===== src/rtl/nv3d_pkg.sv =====
// ----------------------------------------------------------------------------
// nv3d_pkg: shared types and constants
// Widths and sideband types used by the 3D vector normalizer modules.
// ----------------------------------------------------------------------------
package nv3d_pkg;

  localparam int FRAC_BITS  = 16;
  localparam int COMP_WIDTH = 24;
  localparam int THR_WIDTH  = 24;

  // Sum of three squares of magnitudes up to 2^(COMP_WIDTH-1) fits in 2*COMP_WIDTH bits.
  localparam int SUM_W  = 2 * COMP_WIDTH;
  localparam int ROOT_W = COMP_WIDTH;
  localparam int SQC_W  = SUM_W + 1;
  // Quotient magnitude is at most 2^FRAC_BITS.
  localparam int Q_W    = FRAC_BITS + 1;
  localparam int DIVD_W = COMP_WIDTH + FRAC_BITS;

  localparam int PRE_STAGES = 3;
  localparam int LAT = PRE_STAGES + ROOT_W + Q_W + 1;

  typedef struct packed {
    logic [2:0][COMP_WIDTH-1:0] raw;
    logic [2:0][COMP_WIDTH-1:0] mag;
  } side_t;

  typedef struct packed {
    logic [2:0][COMP_WIDTH-1:0] raw;
    logic                       pass;
  } dside_t;

endpackage


===== src/rtl/nv3d_div_lane.sv =====
// ----------------------------------------------------------------------------
// nv3d_div_lane: pipelined restoring divider for one component
// Computes (mag << FRAC_BITS) / len, one quotient bit per stage.
// ----------------------------------------------------------------------------
module nv3d_div_lane import nv3d_pkg::*; (
  input  logic                  clk,
  input  logic                  en,
  input  logic [COMP_WIDTH-1:0] mag_i,
  input  logic [ROOT_W-1:0]     len_i,
  output logic [Q_W-1:0]        q_o
);

  logic [DIVD_W-1:0] rem_r [Q_W];
  logic [Q_W-1:0]    q_r   [Q_W];
  logic [ROOT_W-1:0] d_r   [Q_W];

  for (genvar j = 0; j < Q_W; j++) begin : g_stage
    localparam int B = Q_W - 1 - j;
    logic [DIVD_W-1:0] rem_in;
    logic [Q_W-1:0]    q_in;
    logic [ROOT_W-1:0] d_in;
    logic [DIVD_W:0]   sub;
    logic [DIVD_W-1:0] rem_nxt;
    logic [Q_W-1:0]    q_nxt;

    if (j == 0) begin : g_first
      assign rem_in = {mag_i, {FRAC_BITS{1'b0}}};
      assign q_in   = '0;
      assign d_in   = len_i;
    end else begin : g_next
      assign rem_in = rem_r[j-1];
      assign q_in   = q_r[j-1];
      assign d_in   = d_r[j-1];
    end

    always_comb begin
      sub = (DIVD_W+1)'(d_in) << B;
      if ({1'b0, rem_in} >= sub) begin
        rem_nxt = DIVD_W'({1'b0, rem_in} - sub);
        q_nxt   = q_in | (Q_W'(1) << B);
      end else begin
        rem_nxt = rem_in;
        q_nxt   = q_in;
      end
    end

    always_ff @(posedge clk) begin
      if (en) begin
        rem_r[j] <= rem_nxt;
        q_r[j]   <= q_nxt;
        d_r[j]   <= d_in;
      end
    end
  end

  assign q_o = q_r[Q_W-1];

endmodule


===== config.mk =====
export PLATFORM = sky130hd
export DESIGN_NAME = nv3d_div_lane
export DESIGN_NICKNAME = d
export VERILOG_FILES = /design/src/rtl/nv3d_pkg.sv /design/src/rtl/nv3d_div_lane.sv
export SDC_FILE = /design/constraint.sdc
export NUM_CORES = 2
export LEC_CHECK = 0
export BUFFER_PORTS_ARGS = -buffer_cell sky130_fd_sc_hd__buf_2
export CAP_MARGIN = 20
export CORE_AREA = 3 3 332 334
export DETAILED_ROUTE_END_ITERATION = 16
export DIE_AREA = 0 0 335 337
export HOLD_SLACK_MARGIN = 0.06
export PLACE_DENSITY = 0.71
export SLEW_MARGIN = 5
export SYNTH_ARGS = -nofsm -noshare
export SYNTH_HDL_FRONTEND = slang
export SYNTH_SLANG_ARGS = --single-unit
export TNS_END_PERCENT = 50

===== constraint.sdc =====
create_clock -name clk -period 5.75 [get_ports clk]
set_clock_uncertainty 0.1 [all_clocks]
set_input_delay 0.2875 -clock clk [delete_from_list [all_inputs] [get_ports clk]]
set_output_delay 0.2875 -clock clk [all_outputs]
set_load 0.02 [all_outputs]

==> impl_metrics.yaml <==
outcome:
  outcome: "completed"
final_layout:
  n_fill_cell: 8505
  area_delta_synth_final_pct: 11.10
  layout.cells.non_filler: 7014
  diodes: 0
  nNetsFinal: 5987
  layout-drive-gt1-share_pct: 7.378
routing:
  wirelength_um: 132800
  first_pass_iters: 5
  post_drt_wl_per_cell_um: 18.93
  first_iter_violations: 2972
  num_vias: 40750
  drc: 0
  ant_nets: 0
  vias_per_cell: 5.809
place:
  hpwl_um: 98960
  place_inst: 6753
  port-buffer-count: 66
  place.gp.congestion: 0.9671
logic_synthesis:
  yosys_warnings: 0
  synthTopCellsByArea: "edfxtp_1, ha_1, a21oi_1"
  synth_area_leader_cell: "edfxtp_1"
  synth_ff_type: "edfxtp_1"
  async_reset_ff_share_pct: 0
  avgSynthCellArea_um2: 10.96
  synth-seq-area-share_pct: 52.98
  synth_edf_count: 1041
  yosysUniqueCellTypes: 97
  yosysMostFrequentCell: "edfxtp_1"
  syn-num-nets: 5856
  syn_inst: 5383
  synth_area_um2: 59010
  synth_commonest_cells: "edfxtp_1, inv_1, a21oi_1"
  ys_seq_elements: 1041
  synth_top_area_share_pct: 52.98
cts:
  insertion_delay_ps: 720
  cts_resized: 0
  root_buffer: "clkbuf_16"
  path_clk_slew_ps: 60
  cts_buffers: 112
  cts_setup_buffers: 0
  cts_num_sinks: 1041
  cts_tree: "yes"
  htreeDepth: 3
  clock_path_buffers: 3
grt:
  grt_max_degree: 170
  antenna_found_initial: 1
  grt_use_total_pct: 23.28
  overflow: 0
  grt_first_pass_wirelength_um: 210000
  grt_pass1_vias: 40040
timing:
  slew_viol_final: 0
  clock.fmax_mhz: 242.0
  fin_crit_ps: 4133
  finalCritPeriodShare_pct: 71.88
  final_hold_viol_count: 0
  worstMarginPinSlew_ps: 1007
  grt_setup_unrepaired: "false"
  relSlewSlack_pct: 31.92
  finalSetupTns_ps: 0
  setup_viol: 0
die:
  die_x_um: 335
  fp-row-count: 120
  coreArea_um2: 107200
  io_pins: 67
  start_util_pct: 55.04
  die_h_um: 337
  die_area_um2: 112900
power_and_ir_drop:
  peakVddDrop_uv: 317.0
  p_per_area_nw_per_um2: 499.5
  p_leak_uw: 0.02591
critical_path:
  r2r_start: "d_r[0][1]$_DFFE_PP_"
  worstPathRequired_ps: 6090
  startpoint: "d_r[0][1]$_DFFE_PP_"
  worstPathMaxFanout: 30
  endpoint_kind: "flop"
  worstPathArrival_ps: 4470
  path_class: "reg2reg"
  start_kind: "flop"
job:
  maxCapViolCount: 0
worst_hold_path:
  hold_class: "in2reg"
  hp-start: "len_i[0]"
-- where the power goes --
part | internal [µW] | switching [µW]
clock | 4760 | 3080
combinational | 5340 | 7390
sequential | 10900 | 1220
-- state kept, by name, indices dropped and copies added (netlist names) --
signal	flops
d_r	384
q_r	153
rem_r	504
-- layout make-up --
cell class	count	area, µm²	area share (%)
sequential	1041	31260	47.69
multi-input combinational	3699	25370	38.70
clock inverter	89	1254	1.912
tap	1403	1755	2.678
inverter	518	1944	2.966
timing repair buffer	142	1134	1.729
clock buffer	122	2840	4.333
-- repair_timing --
action | CTS | global route
endpoints found under the setup margin | 0 | 0
endpoints found under the hold margin | 111 | 0
hold buffers | 49 | 0
-- metal layers --
layer | up-vias | wire length, µm | global-route usage, %
met4 | 0 | 5664 | 9.440
met5 | - | 0 | 0
met2 | 1091 | 66080 | 41.50
met1 | 19370 | 54870 | 28.51
met3 | 327 | 6173 | 3.259
li1 | 19960 | - | -
-- final timing paths --
kind         cells after the start                     end  slack [ps]
max                             11  rem_r[0][62]$_DFFE_PP_        1620
min                              2     d_r[0][0]$_DFFE_PP_         200
max reg2reg                     11  rem_r[0][62]$_DFFE_PP_        1620
min reg2reg                      0   q_r[0][278]$_DFFE_PP_         310
-- critical path, stage by stage (launching register included) --
cell and delay, ps:
edfxtp_1 420, inv_1 90, ha_1 230, nor2b_1 160, o31ai_1 530, a2bb2oi_1 200, o21a_1 250, a211o_1 320
a221oi_1 300, o21a_1 780, buf_4 350, o21ai_0 110
-- placed cells by master (no fill, tap or decap), types with 95 or more instances in the layout --
cell type / n
xor2_1: 189
xnor2_1: 230
nor2_1: 365
nand2_1: 402
nor3_1: 95
nand3_1: 97
edfxtp_1: 1041
inv_1: 517
a21oi_1: 457
o21ai_0: 362
clkbuf_16: 112
a21o_1: 158
ha_1: 407
-- kinds of logic (layout without fill, tap and decap cells) --
family          Yosys count  count (layout)  share of synthesized area (%)
fa+ha+maj               423             423                          9.173
buf+inv                 643             871                          4.196
compound gates         1407            1407                          14.74
flops                  1041            1041                          52.98
simple gates           1368            1368                          11.14
xor+xnor                419             419                          6.219
mux                      82              82                          1.554
-- metrics by stage --
step	hold slack, ps	utilization (%)	total power (µW)	instance area (µm²)	setup WS, ps
2_1_floorplan	286.4	-	21360	59010	2440
3_3_place_gp	300.3	56.85	24550	60950	1786
3_5_place_dp	304.5	56.85	24760	60950	1696
4_1_cts	140.6	61.13	32770	65530	1646
5_1_grt	188.6	61.15	34810	65550	1293
6_report	198.6	61.15	32740	65550	1617
Power figures use the tool's default switching activity.
